**src/design/assert_macros.svh**
```systemverilog
// Assertion macros for the splitter RTL.
// Include with the bare file name; no other dependencies.
`ifndef ASSERT_MACROS_SVH
`define ASSERT_MACROS_SVH
`ifndef SYNTHESIS
// Concurrent check on an explicit clock and active-low reset
`define ASSERT_ON_CLK(lbl, clk, rst_n, prop, msg) \
  lbl: assert property (@(posedge clk) disable iff (!rst_n) prop) else $error(msg);
// Concurrent check on the house clock and reset names
`define ASSERT_DEF(lbl, prop, msg) \
  `ASSERT_ON_CLK(lbl, clk_i, rst_ni, prop, msg)
`else
`define ASSERT_ON_CLK(lbl, clk, rst_n, prop, msg)
`define ASSERT_DEF(lbl, prop, msg)
`endif
`endif

```
**src/design/gpbs_pkg.sv**
```systemverilog
// Types, constants and helpers for the greedy page break splitter.
// No dependencies; imported by gpbs_step and the top level.
`timescale 1ns / 1ps
`default_nettype none
package gpbs_pkg;

  localparam int unsigned HeightBits = 24;
  localparam logic [HeightBits-1:0] HeightReset = 24'd1024;

  typedef enum logic [1:0] {
    SPLIT_AUTO   = 2'd0,
    SPLIT_ALWAYS = 2'd1,
    SPLIT_AVOID  = 2'd2
  } split_rule_e;

  // Run control that travels between the state registers and the step logic
  typedef struct packed {
    logic       page_open;
    logic       aborted;
    logic [1:0] prev_after;
  } gpbs_ctrl_t;

  // Avoid wins over always; the unused code counts as auto
  function automatic split_rule_e gpbs_combine(input logic [1:0] a, input logic [1:0] b);
    split_rule_e r;
    r = SPLIT_AUTO;
    if (a == SPLIT_AVOID || b == SPLIT_AVOID) begin
      r = SPLIT_AVOID;
    end else if (a == SPLIT_ALWAYS || b == SPLIT_ALWAYS) begin
      r = SPLIT_ALWAYS;
    end
    return r;
  endfunction

endpackage
`default_nettype wire

```
**src/design/gpbs_step.sv**
```systemverilog
// Next-state and page result logic for one registered item.
// Depends on gpbs_pkg.
`timescale 1ns / 1ps
`default_nettype none
module gpbs_step import gpbs_pkg::*; #(
  parameter int unsigned COORD_BITS      = 24,
  parameter int unsigned PAGE_COUNT_BITS = 16
) (
  input  gpbs_ctrl_t                 ctrl_i,
  input  logic [COORD_BITS-1:0]      cur_top_i,
  input  logic [COORD_BITS-1:0]      prev_bottom_i,
  input  logic [PAGE_COUNT_BITS-1:0] count_i,
  input  logic [HeightBits-1:0]      page_height_i,
  input  logic                       action_i,
  input  logic [COORD_BITS-1:0]      line_top_i,
  input  logic [COORD_BITS-1:0]      line_bottom_i,
  input  logic [1:0]                 break_before_i,
  input  logic [1:0]                 break_after_i,
  output gpbs_ctrl_t                 ctrl_o,
  output logic [COORD_BITS-1:0]      cur_top_o,
  output logic [COORD_BITS-1:0]      prev_bottom_o,
  output logic [PAGE_COUNT_BITS-1:0] count_o,
  output logic                       emit_o,
  output logic [COORD_BITS-1:0]      page_top_o,
  output logic [COORD_BITS-1:0]      page_length_o,
  output logic [PAGE_COUNT_BITS-1:0] page_number_o
);

  localparam int unsigned SumBits = ((COORD_BITS > HeightBits) ? COORD_BITS : HeightBits) + 1;
  localparam logic [PAGE_COUNT_BITS-1:0] CountMax = {PAGE_COUNT_BITS{1'b1}};

  logic [SumBits-1:0] limit;
  logic               fits;
  split_rule_e        rule;

  assign limit = SumBits'(cur_top_i) + SumBits'(page_height_i);
  assign fits  = SumBits'(line_bottom_i) <= limit;
  assign rule  = gpbs_combine(ctrl_i.prev_after, break_before_i);

  assign page_top_o    = cur_top_i;
  assign page_length_o = prev_bottom_i - cur_top_i;
  assign page_number_o = count_i;

  always_comb begin
    ctrl_o        = ctrl_i;
    cur_top_o     = cur_top_i;
    prev_bottom_o = prev_bottom_i;
    emit_o        = 1'b0;
    if (action_i) begin
      emit_o        = ctrl_i.page_open && !ctrl_i.aborted;
      ctrl_o        = '{page_open: 1'b0, aborted: 1'b0, prev_after: SPLIT_AUTO};
      cur_top_o     = '0;
      prev_bottom_o = '0;
    end else if (!ctrl_i.aborted) begin
      if (!ctrl_i.page_open) begin
        ctrl_o.page_open  = 1'b1;
        cur_top_o         = line_top_i;
        prev_bottom_o     = line_bottom_i;
        ctrl_o.prev_after = break_after_i;
      end else if (line_top_i < prev_bottom_i) begin
        ctrl_o.aborted = 1'b1;
      end else begin
        if (!fits || rule == SPLIT_ALWAYS) begin
          emit_o    = 1'b1;
          cur_top_o = line_top_i;
        end
        prev_bottom_o     = line_bottom_i;
        ctrl_o.prev_after = break_after_i;
      end
    end
  end

  // Saturate the page counter
  assign count_o = (emit_o && count_i != CountMax) ? count_i + 1'b1 : count_i;

endmodule
`default_nettype wire

```
**src/design/greedy_page_break_splitter.sv**
```systemverilog
// Greedy page break splitter: top level with input, run state and result registers.
// Depends on gpbs_pkg, gpbs_step and assert_macros.svh.
//
// Usage:
//   Lines enter on the input channel (in_valid_i / in_ready_o) one transaction
//   at a time; action_i high marks a finish transaction that flushes the open page.
//   Pages leave on the output channel (out_valid_o / out_ready_i), at most one
//   per input transaction, in order.
//   An accepted item is held in the input register, evaluated from there and,
//   if it closes a page, loaded into the result register that drives out_valid_o.
//   Throughput: one item per cycle while the result register is free; the single
//   step through gpbs_step (one add, two compares) sets that figure.
//   A stalled receiver holds the result register; the input register still
//   advances while the result register is empty or being drained, so the input
//   stops only once both stages are full.
//   page_height is written through cfg_valid_i / cfg_data_i, always ready; write
//   it only while no transaction is in flight.
//   Reset clears the run state, the page counter and both valid flags and loads
//   a page height of 1024.
`timescale 1ns / 1ps
`default_nettype none
`include "assert_macros.svh"
module greedy_page_break_splitter import gpbs_pkg::*; #(
  parameter int unsigned COORD_BITS      = 24,
  parameter int unsigned PAGE_COUNT_BITS = 16
) (
  input  logic                       clk_i,
  input  logic                       rst_ni,
  input  logic                       cfg_valid_i,
  output logic                       cfg_ready_o,
  input  logic [HeightBits-1:0]      cfg_data_i,
  input  logic                       in_valid_i,
  output logic                       in_ready_o,
  input  logic                       action_i,
  input  logic [COORD_BITS-1:0]      line_top_i,
  input  logic [COORD_BITS-1:0]      line_bottom_i,
  input  logic [1:0]                 break_before_i,
  input  logic [1:0]                 break_after_i,
  output logic                       out_valid_o,
  input  logic                       out_ready_i,
  output logic [COORD_BITS-1:0]      page_top_o,
  output logic [COORD_BITS-1:0]      page_length_o,
  output logic [PAGE_COUNT_BITS-1:0] page_number_o
);

  // Configuration
  logic [HeightBits-1:0] page_height_q;

  // Input register
  logic                  in_valid_q;
  logic                  action_q;
  logic [COORD_BITS-1:0] line_top_q;
  logic [COORD_BITS-1:0] line_bottom_q;
  logic [1:0]            break_before_q;
  logic [1:0]            break_after_q;

  // Run state
  gpbs_ctrl_t                 ctrl_q, ctrl_d;
  logic [COORD_BITS-1:0]      cur_top_q, cur_top_d;
  logic [COORD_BITS-1:0]      prev_bottom_q, prev_bottom_d;
  logic [PAGE_COUNT_BITS-1:0] count_q, count_d;

  // Result register
  logic                       out_valid_q;
  logic [COORD_BITS-1:0]      page_top_q, page_top_d;
  logic [COORD_BITS-1:0]      page_length_q, page_length_d;
  logic [PAGE_COUNT_BITS-1:0] page_number_q, page_number_d;

  logic emit;
  logic out_free;
  logic step_fire;
  logic live_run;

  assign cfg_ready_o = 1'b1;

  // Result slot is free when empty or being taken this cycle
  assign out_free   = !out_valid_q || out_ready_i;
  assign step_fire  = in_valid_q && out_free;
  assign in_ready_o = !in_valid_q || out_free;
  assign live_run   = ctrl_q.page_open && !ctrl_q.aborted;

  always_ff @(posedge clk_i or negedge rst_ni) begin
    if (!rst_ni) begin
      page_height_q <= HeightReset;
    end else if (cfg_valid_i && cfg_ready_o) begin
      page_height_q <= cfg_data_i;
    end
  end

  // Hold the item while the step is blocked by a stalled result
  always_ff @(posedge clk_i or negedge rst_ni) begin
    if (!rst_ni) begin
      in_valid_q <= 1'b0;
    end else if (in_ready_o) begin
      in_valid_q <= in_valid_i;
    end
  end

  always_ff @(posedge clk_i) begin
    if (in_valid_i && in_ready_o) begin
      action_q       <= action_i;
      line_top_q     <= line_top_i;
      line_bottom_q  <= line_bottom_i;
      break_before_q <= break_before_i;
      break_after_q  <= break_after_i;
    end
  end

  gpbs_step #(
    .COORD_BITS      (COORD_BITS),
    .PAGE_COUNT_BITS (PAGE_COUNT_BITS)
  ) u_step (
    .ctrl_i        (ctrl_q),
    .cur_top_i     (cur_top_q),
    .prev_bottom_i (prev_bottom_q),
    .count_i       (count_q),
    .page_height_i (page_height_q),
    .action_i      (action_q),
    .line_top_i    (line_top_q),
    .line_bottom_i (line_bottom_q),
    .break_before_i(break_before_q),
    .break_after_i (break_after_q),
    .ctrl_o        (ctrl_d),
    .cur_top_o     (cur_top_d),
    .prev_bottom_o (prev_bottom_d),
    .count_o       (count_d),
    .emit_o        (emit),
    .page_top_o    (page_top_d),
    .page_length_o (page_length_d),
    .page_number_o (page_number_d)
  );

  // Advance the run state once per evaluated item
  always_ff @(posedge clk_i or negedge rst_ni) begin
    if (!rst_ni) begin
      ctrl_q        <= '{page_open: 1'b0, aborted: 1'b0, prev_after: SPLIT_AUTO};
      cur_top_q     <= '0;
      prev_bottom_q <= '0;
      count_q       <= '0;
    end else if (step_fire) begin
      ctrl_q        <= ctrl_d;
      cur_top_q     <= cur_top_d;
      prev_bottom_q <= prev_bottom_d;
      count_q       <= count_d;
    end
  end

  // Load a closed page, drop the flag once the receiver takes it
  always_ff @(posedge clk_i or negedge rst_ni) begin
    if (!rst_ni) begin
      out_valid_q <= 1'b0;
    end else if (step_fire && emit) begin
      out_valid_q <= 1'b1;
    end else if (out_ready_i) begin
      out_valid_q <= 1'b0;
    end
  end

  always_ff @(posedge clk_i) begin
    if (step_fire && emit) begin
      page_top_q    <= page_top_d;
      page_length_q <= page_length_d;
      page_number_q <= page_number_d;
    end
  end

  assign out_valid_o   = out_valid_q;
  assign page_top_o    = page_top_q;
  assign page_length_o = page_length_q;
  assign page_number_o = page_number_q;

  `ASSERT_DEF(a_abort_needs_page, ctrl_q.aborted |-> ctrl_q.page_open, "abort without page")
  `ASSERT_DEF(a_emit_from_open, (step_fire && emit && !action_q) |-> live_run, "emit outside run")
  `ASSERT_DEF(a_count_monotonic, 1'b1 |=> (count_q >= $past(count_q)), "counter went backwards")
  `ASSERT_DEF(a_result_from_step, $rose(out_valid_q) |-> $past(step_fire && emit), "stray result")

endmodule
`default_nettype wire
```
**config.mk**
```make
export PLATFORM = sky130hd
export DESIGN_NAME = greedy_page_break_splitter
export DESIGN_NICKNAME = d
export VERILOG_FILES = /design/src/design/gpbs_pkg.sv /design/src/design/gpbs_step.sv /design/src/design/greedy_page_break_splitter.sv
export VERILOG_INCLUDE_DIRS = /design/src /design/src/design
export SDC_FILE = /design/constraint.sdc
export NUM_CORES = 1
export LEC_CHECK = 0
export ABC_AREA = 1
export BUFFER_PORTS_ARGS = -buffer_cell sky130_fd_sc_hd__buf_2
export CAP_MARGIN = 5
export CELL_PAD_IN_SITES_DETAIL_PLACEMENT = 0
export CELL_PAD_IN_SITES_GLOBAL_PLACEMENT = 1
export CORE_ASPECT_RATIO = 2
export CORE_MARGIN = 1
export CORE_UTILIZATION = 45
export CTS_BUF_LIST = sky130_fd_sc_hd__clkbuf_8
export CTS_CLUSTER_DIAMETER = 150
export CTS_CLUSTER_SIZE = 16
export DETAILED_ROUTE_END_ITERATION = 16
export GPL_TIMING_DRIVEN = 0
export HOLD_SLACK_MARGIN = 0.15
export PLACE_DENSITY = 0.85
export SETUP_SLACK_MARGIN = 0.4
export SYNTH_ARGS = -nofsm -noshare
export SYNTH_HDL_FRONTEND = slang
export SYNTH_SLANG_ARGS = --single-unit
```
**constraint.sdc**
```tcl
create_clock -name clk_i -period 16.1 [get_ports clk_i]
set_input_delay 1.61 -clock clk_i [delete_from_list [all_inputs] [get_ports clk_i]]
set_output_delay 1.61 -clock clk_i [all_outputs]
set_load 0.01 [all_outputs]
```
==> results of run 1 <==
[per-layer routing]
layer	part of all wire, %	vias up	GRT usage [%]
met5	0.035	-	0
met1	35	3900	22.6
met2	57	206	45.3
met4	5.3	2	12.8
li1	-	4006	-
met3	3.5	73	2.61
[state kept, by name (all words and copies together) (netlist names), 16 cells and up]
name,count
count_q,16
cur_top_q,24
line_bottom_q,24
line_top_q,24
page_height_q,24
page_length_o,24
page_number_o,16
page_top_o,24
prev_bottom_q,24
[metrics by stage]
stage | utilization (%) | hold WS [ps]
after floorplan | - | 469
after global placement | 50.2 | 499
after detailed placement | 50.5 | 506
after CTS | 51.7 | 511
after global routing | 51.7 | 515
final | 51.7 | 500
[area by class of cell]
type / count / area, um^2 / area share [%]
Sequential cell: 211 / 5870 / 46.7
Multi-Input combinational cell: 731 / 4710 / 37.5
Timing Repair Buffer: 148 / 781 / 6.21
Inverter: 102 / 385 / 3.06
Tap cell: 290 / 363 / 2.89
Clock buffer: 17 / 234 / 1.86
Buffer: 25 / 166 / 1.32
Clock inverter: 13 / 65.1 / 0.517
[synthesized netlist by cell type, types with 5 or more instances]
master,instances,area (um^2)
nand2_1,204,766
edfxtp_1,117,3510
inv_1,99,372
ha_1,95,1190
dfrtp_1,93,2330
a21oi_1,73,365
o21ai_0,53,265
nand3_1,50,250
nor2_1,46,173
xnor2_1,31,272
xor2_1,28,245
nand4_1,26,163
mux2_2,23,259
nand2_2,22,138
o21ai_2,20,175
o21ai_1,10,50.1
clkbuf_1,8,30.0
nor3_1,8,40.0
o21bai_1,6,45.0
buf_1,5,18.8
buf_2,5,25.0
[logic make-up (layout without fill, tap and decap cells)]
group,count (synthesis),in the layout,share of synthesized area [%]
AO/OA/AOI/OAI,175,175,8.93
XOR/XNOR,59,59,4.64
adder cells (fa/ha/maj),97,97,11.0
buffers and inverters,127,305,4.94
flip-flops,211,211,52.7
multiplexers,23,23,2.33
other,1,1,0.0337
AND/OR/NAND/NOR,376,376,15.4
[power breakdown]
part | switching (mW) | internal, mW
sequential | 0.0833 | 0.744
combinational | 0.724 | 0.439
clock | 0.183 | 0.102
[worst paths after layout]
kind / to / slack (ps)
setup / recovery: page_length_o[22] / 10870
hold / removal: page_number_o[10] / 500
setup reg to reg: page_length_o[22] / 10870
hold reg to reg: page_number_o[10] / 500
max in group asynchronous: count_q[8] / 14300
min in group asynchronous: cur_top_q[20] / 1050
[critical path, delay by kind of cell, from the launching register on]
| family | cells | cell delay (ps) |
|---|---|---|
| adder cells (fa/ha/maj) | 3 | 900 |
| AO/OA/AOI/OAI | 3 | 600 |
| buffers and inverters | 4 | 1020 |
| AND/OR/NAND/NOR | 19 | 1630 |
| XOR/XNOR | 1 | 150 |
| flip-flops | 1 | 470 |
==> run_results.csv, run 1 <==
group,metric,value,unit
critical_path,critPathLaunchType,"flop",
synthesis,yosysUniqueCellTypes,45,
synthesis,synth_seq_area_share,52.7,%
clock_tree,clock_latency,550,ps
floorplanning,io_pins,149,
global_route,antenna_found_initial,1,
finish,instances_no_fill,1537,
timing,fin_crit_sh,32.5,%
run,maxCapViolCount,0,
synthesis,synth_warnings,0,
route,post-route-drc-count,0,
synthesis,synth_flop_cell,"edfxtp_1",
global_route,grtUsageTotal,23.0,%
pwr,cellPowerDensity,181,mW/mm^2
critical_path,crit_required,16290,ps
timing,worst_slew_pin_slew,902,ps
finish,layout_common_cells,"nand2_1, buf_2, edfxtp_1, inv_1, ha_1",
synthesis,synth_seq_cells,211,
critical_path,cp-end-kind,"flop",
critical_path,reg2reg_from,"cur_top_q[0]",
run_status,status,"complete, no violations",
critical_path,cpPeakStageDelay,630,ps
timing,setup_viol_count_final,0,
timing,final_max_slew_viol_count,0,
placement,dp_hpwl,22100,um
timing,period_needed,5230,ps
synthesis,synthCells,1069,
timing,max_freq,0.191,GHz
pwr,power,2.27,mW
timing,setup_tns,0,ps
clock_tree,postCtsHoldBufs,0,
clock_tree,clkTransAtPathRegs,110,ps
timing,hold_violations,0,
placement,placedCellCount,1507,
pwr,peakVddDrop,0.0972,mV
floorplanning,start_util,45.8,%
clock_tree,cts_buffer_depth,3,
timing,rsz0062_at_grt,"no",
floorplanning,coreArea,0.0243,mm^2
route,wl_per_cell,18.4,um
floorplanning,dieArea,0.0254,mm^2
critical_path,crit_fanout,64,
pwr,p_leak,5.71,nW
route,ant_nets,0,
finish,area_growth,13.0,%
placement,place_ws,10880,ps
global_route,grt_pass1_wl,43700,um
route,drt_wl_total,28300,um
clock_tree,numCtsBuffers,17,
global_route,grt_max_degree,65,
global_route,grt-ovfl-total,0,
finish,finalNetCount,1415,
finish,antenna_cells,0,
placement,numPortBuffers,146,
global_route,grt_pass1_vias,8461,
floorplanning,core.rowCount,81,
critical_path,startpoint,"cur_top_q[0]",
synthesis,syn_area,0.0111,mm^2
route,drtIter0Drc,352,
clock_tree,root_buffer,"clkbuf_8",
finish,finalInstanceArea,0.0126,mm^2
timing,max_slew_margin,39.9,%
route,vias_per_cell,5.33,
clock_tree,clkSinkCount,211,
synthesis,synth_edf_count,117,
synthesis,syn_nets,1248,
critical_path,worst-setup-path-type,"flop to flop",
finish,fill_cells,2261,
placement,gp_congestion,0.872,
synthesis,syn_avg_cell_area,10.4,um^2
floorplanning,die_w,113,um
clock_tree,cts_tree,"built",
min_path,holdPathStages,0,
critical_path,cp_slowest_cell,"inv_4",
route,firstDrtPassIters,6,
critical_path,r2r_cells,30,
min_path,hold_start,"count_q[10]",
min_path,hold_path_class,"flop to flop",
route,vias,8187,
timing,clock_skew,42.5,ps
critical_path,arrival,5420,ps
critical_path,crit_top_cell,"nand2_1",
clock_tree,post-cts-setup-buffers,0,
placement,placed_area,0.0123,mm^2
clock_tree,cts-resized-gates,0,
clock_tree,h-tree-depth,1,
timing,layout_setup_ws,10870,ps
synthesis,async_flop_share,44.5,%
floorplanning,die_h,224,um
finish,final_common_cell,"nand2_1",
finish,drive_above_1_share,20.8,%
Note: power is estimated with default switching activity, not from simulation.
==> run 2, diff against run 1 <==
==> constraint.sdc (replaced) <==
create_clock -name clk_i -period 5.2 [get_ports clk_i]
set_input_delay 0.52 -clock clk_i [delete_from_list [all_inputs] [get_ports clk_i]]
set_output_delay 0.52 -clock clk_i [all_outputs]
set_load 0.01 [all_outputs]
==> run 2 against run 1 <==
Effect of this change: setup slack got worse by 10000 ps; first-iteration DRC count up 8.5%; count of clock-buffer cells in the layout unchanged; largest power group unchanged; highest routed layer unchanged.
==> run_results.csv, run 2 (synthesis gave the netlist of run 1 again) <==
group,metric,value,unit
finish,drive_above_1_share,20.8,%
critical_path,reg2reg_slack,740,ps
finish,layout_common_cells,"nand2_1, buf_2, edfxtp_1, inv_1, ha_1",
timing,hold_ws,187,ps
timing,hold_violations,0,
global_route,grtUsageTotal,23.5,%
clock_tree,h-tree-depth,1,
clock_tree,clkSinkCount,211,
finish,antenna_cells,0,
route,vias_per_cell,5.26,
finish,finalNetCount,1478,
critical_path,worst-setup-path-type,"flop to flop",
timing,layout_setup_ws,744,ps
finish,final_common_cell,"nand2_1",
critical_path,cpPeakStageDelay,410,ps
global_route,grt-ovfl-total,0,
global_route,antenna_found_initial,1,
finish,final-seq-area,0.00587,mm^2
critical_path,reg2reg_from,"cur_top_q[0]",
route,drt_wl_total,29500,um
min_path,hold_path_class,"primary input to flop",
timing,max_slew_margin,49.8,%
clock_tree,cts_buffer_depth,3,
placement,dp_hpwl,22400,um
floorplanning,coreArea,0.0243,mm^2
critical_path,crit_top_cell,"nand2_1",
placement,numPortBuffers,146,
critical_path,arrival,4720,ps
route,post-route-drc-count,0,
critical_path,crit_fanout,13,
placement,placedCellCount,1509,
floorplanning,core.rowCount,81,
finish,multiInputGateArea,0.00471,mm^2
placement,place_ws,-96.0,ps
floorplanning,die_h,224,um
global_route,grt_max_degree,49,
critical_path,critPathLaunchType,"flop",
route,wl_per_cell,18.4,um
timing,final_max_slew_viol_count,0,
clock_tree,clock_latency,550,ps
run,maxCapViolCount,0,
timing,worst_slew_pin_slew,748,ps
timing,setup_viol_count_final,0,
pwr,cellPowerDensity,540,mW/mm^2
pwr,peakVddDrop,0.279,mV
critical_path,r2r_cells,32,
clock_tree,root_buffer,"clkbuf_8",
critical_path,cp-end-kind,"flop",
timing,max_freq,0.224,GHz
timing,clock_skew,30.0,ps
pwr,p_leak,6.00,nW
global_route,grt_pass1_wl,44900,um
timing,period_needed,4460,ps
floorplanning,start_util,45.8,%
floorplanning,die_w,113,um
floorplanning,dieArea,0.0254,mm^2
global_route,grt_pass1_vias,8701,
clock_tree,cts_tree,"built",
route,ant_nets,0,
critical_path,cp_slowest_cell,"dfrtp_2",
critical_path,r2r-end,"page_length_o[12]",
clock_tree,clkTransAtPathRegs,100,ps
min_path,hold_end,"line_bottom_q[1]",
route,drtIter0Drc,382,
finish,fill_cells,2246,
critical_path,crit_required,5460,ps
finish,instances_no_fill,1600,
placement,gp_congestion,0.881,
timing,setup_tns,0,ps
floorplanning,io_pins,149,
route,firstDrtPassIters,5,
min_path,hold_start,"line_bottom_i[1]",
run_status,status,"complete, no violations",
timing,fin_crit_sh,85.7,%
route,vias,8421,
clock_tree,numCtsBuffers,17,
finish,area_growth,19.1,%
timing,rsz0062_at_grt,"no",
min_path,holdPathStages,1,
run 2: metrics by stage:
step | power, mW | area, um^2 | util (%)
after global placement | 6.14 | 12200 | 50.3
after floorplan | 5.13 | 11100 | -
after detailed placement | 6.21 | 12300 | 50.6
final | 7.17 | 13300 | 54.5
after CTS | 7.15 | 13200 | 54.1
after global routing | 7.76 | 13300 | 54.5
run 2: how the worst max path moves through the flow:
stage                     cells after the start                 to          from  slack, ps
after floorplan                              30   page_length_o[0]  cur_top_q[0]        520
after global placement                       30     page_top_o[17]  cur_top_q[0]       -820
after detailed placement                     32     page_top_o[17]  cur_top_q[0]       -100
after CTS                                    32     page_top_o[16]  cur_top_q[0]        420
after global routing                         32  page_length_o[12]  cur_top_q[0]        380
final                                        32  page_length_o[12]  cur_top_q[0]        740
run 2: layout make-up:
class	count	area share (%)
Clock inverter	13	0.491
Clock buffer	17	1.76
Inverter	102	2.92
Buffer	25	1.30
Sequential cell	211	44.3
Multi-Input combinational cell	731	35.6
Tap cell	290	2.74
Timing Repair Buffer	211	11.0
run 2: report_power, final:
part,leakage [nW],internal [mW],switching (mW)
Sequential,2.31,2.30,0.259
Clock,0.188,0.316,0.562
Combinational,3.50,1.44,2.29
run 2: per-layer routing:
layer  vias up  global-route usage [%]  wire, um
met1      4007                    22.9     10200
li1       4115                       -         -
met3        78                    2.34       924
met5         -                       0        10
met2       219                    46.4     16600
met4         2                    14.0      1680
run 2: worst max-delay path: cells and delay by family (launching register included):
family / cells / cell delay (ps)
xor gates and xnor gates: 1 / 150
and+or+nand+nor: 19 / 1470
DFF: 1 / 410
buffers and inverters: 6 / 770
adders and majority gates: 3 / 870
AOI/OAI and AO/OA: 3 / 490
run 2: timing repair:
action	in CTS	in global routing
setup endpoints to repair	64	64
gates resized for setup	3	4
pin swaps	0	4
setup buffers	1	5
endpoints found under the hold margin	98	0
hold buffers	53	0
gates cloned	0	2
==> run 3, diff against run 2 <==
==> constraint.sdc (replaced) <==
create_clock -name clk_i -period 4.65 [get_ports clk_i]
set_input_delay 0.465 -clock clk_i [delete_from_list [all_inputs] [get_ports clk_i]]
set_output_delay 0.465 -clock clk_i [all_outputs]
set_load 0.01 [all_outputs]
==> run 3 against run 2 <==
Effect of this change: die area is the same; flip-flop and latch count did not move; combinational power up 20%; routed wire length grew 3.6%; fmax increased by 7.4%; count of clock-buffer cells in the layout is the same; largest power group unchanged; highest routed layer is now met4.
==> run_results.csv, run 3 (synthesis gave the netlist of run 1 again) <==
group,metric,value,unit
run_status,status,"complete, no violations",
clock_tree,clkTransAtPathRegs,110,ps
pwr,p_leak,6.23,nW
route,vias,8569,
timing,hold_ws,176,ps
floorplanning,dieArea,0.0254,mm^2
critical_path,reg2reg_slack,500,ps
global_route,grt-ovfl-total,0,
clock_tree,cts_tree,"built",
clock_tree,clock_latency,560,ps
timing,period_needed,4150,ps
pwr,cellPowerDensity,601,mW/mm^2
critical_path,crit_fanout,8,
floorplanning,coreArea,0.0243,mm^2
timing,worst_slew_pin_slew,765,ps
placement,numPortBuffers,146,
critical_path,cp-end-kind,"flop",
route,highest_layer,"met4",
clock_tree,root_buffer,"clkbuf_8",
floorplanning,start_util,45.8,%
timing,layout_setup_ws,502,ps
critical_path,crit_top_cell,"nand2_1",
finish,layout_common_cells,"nand2_1, buf_2, edfxtp_1, inv_1, dfrtp_1",
route,drt_wl_total,30500,um
pwr,peakVddDrop,0.344,mV
clock_tree,h-tree-depth,1,
route,ant_nets,0,
route,drt-met1-wl,10700,um
finish,area_growth,24.7,%
route,wl_met2,17500,um
finish,drive_above_1_share,24.1,%
timing,fin_crit_sh,89.2,%
critical_path,cp_slowest_cell,"dfrtp_1",
critical_path,cpPeakStageDelay,410,ps
global_route,grt_pass1_wl,46700,um
global_route,grt_max_degree,51,
placement,place_ws,-456,ps
timing,hold_violations,0,
route,post-route-drc-count,0,
finish,finalNetCount,1519,
critical_path,arrival,4410,ps
route,vias_per_cell,5.22,
floorplanning,io_pins,149,
critical_path,crit_required,4910,ps
placement,placedCellCount,1508,
route,firstDrtPassIters,4,
floorplanning,die_h,224,um
run,maxCapViolCount,0,
critical_path,critPathLaunchType,"flop",
placement,dp_hpwl,22300,um
finish,instances_no_fill,1642,
route,dr_wl_met3,769,um
critical_path,worst-setup-path-type,"flop to flop",
placement,gp_congestion,0.870,
global_route,grt_pass1_vias,8888,
floorplanning,core.rowCount,81,
timing,max_slew_margin,48.8,%
global_route,antenna_found_initial,1,
timing,setup_viol_count_final,0,
finish,final_common_cell,"nand2_1",
global_route,grtUsageTotal,24.5,%
timing,rsz0062_at_grt,"yes",
route,drtIter0Drc,274,
timing,clock_skew,41.5,ps
timing,final_max_slew_viol_count,0,
clock_tree,cts_buffer_depth,3,
clock_tree,numCtsBuffers,17,
clock_tree,clkSinkCount,211,
timing,max_freq,0.241,GHz
min_path,hold_path_class,"primary input to flop",
route,wl_per_cell,18.6,um
floorplanning,die_w,113,um
-- run 3: metrics by stage --
stage	setup TNS [ps]	total power, mW	util [%]	area [um^2]
after CTS	0	8.22	55.9	13600
after detailed placement	-21860	6.98	50.6	12300
after floorplan	0	5.75	-	11200
after global routing	0	9.00	57.1	13900
after global placement	-60020	6.90	50.4	12200
final	0	8.34	57.1	13900
-- run 3: repair_timing --
item / in CTS / in global routing
pin swaps: 9 / 21
hold buffers: 69 / 0
cloned: 3 / 3
endpoints found under the hold margin: 112 / 0
resized for setup: 24 / 24
setup buffers: 13 / 15
setup endpoints to repair: 64 / 77
-- run 3: worst max-delay path: cells and delay by family, from the launching register on --
kind | cells | cell delay (ps)
DFF | 1 | 410
and+or+nand+nor | 19 | 1390
AOI/OAI and AO/OA | 3 | 420
xor gates and xnor gates | 1 | 160
buffers and inverters | 6 | 660
adders and majority gates | 3 | 820
-- run 3: layer usage --
metal,up-vias,global-route usage [%]
li1,4209,-
met1,4101,24.2
met2,188,48.1
met3,71,2.51
met4,0,14.5
met5,-,0
-- run 3: cell type report --
type / count / area [um^2]
fill: 2157 / 10400
multi-input combinational: 731 / 4890
clock inverter: 13 / 65.1
timing repair buffer: 251 / 1880
tap: 290 / 363
antenna: 1 / 2.50
clock buffer: 17 / 234
buffer: 25 / 180
timing repair inverter: 1 / 7.51
sequential: 211 / 5870
inverter: 102 / 387
-- run 3: where the power goes --
| group | internal, mW | leakage (nW) | switching [mW] |
|---|---|---|---|
| logic | 1.81 | 3.73 | 2.68 |
| clock network | 0.352 | 0.188 | 0.622 |
| registers | 2.57 | 2.31 | 0.294 |
-- run 3: path summary, 6_finish.rpt --
kind,start,end,cells past startpoint
max reg2reg,page_height_q[0],page_length_o[22],32
min in group asynchronous,rst_ni,cur_top_q[15],2
max,page_height_q[0],page_length_o[22],32
max in group asynchronous,rst_ni,page_height_q[10],3
min reg2reg,page_height_q[22],page_height_q[22],1
min,cfg_data_i[5],page_height_q[5],2
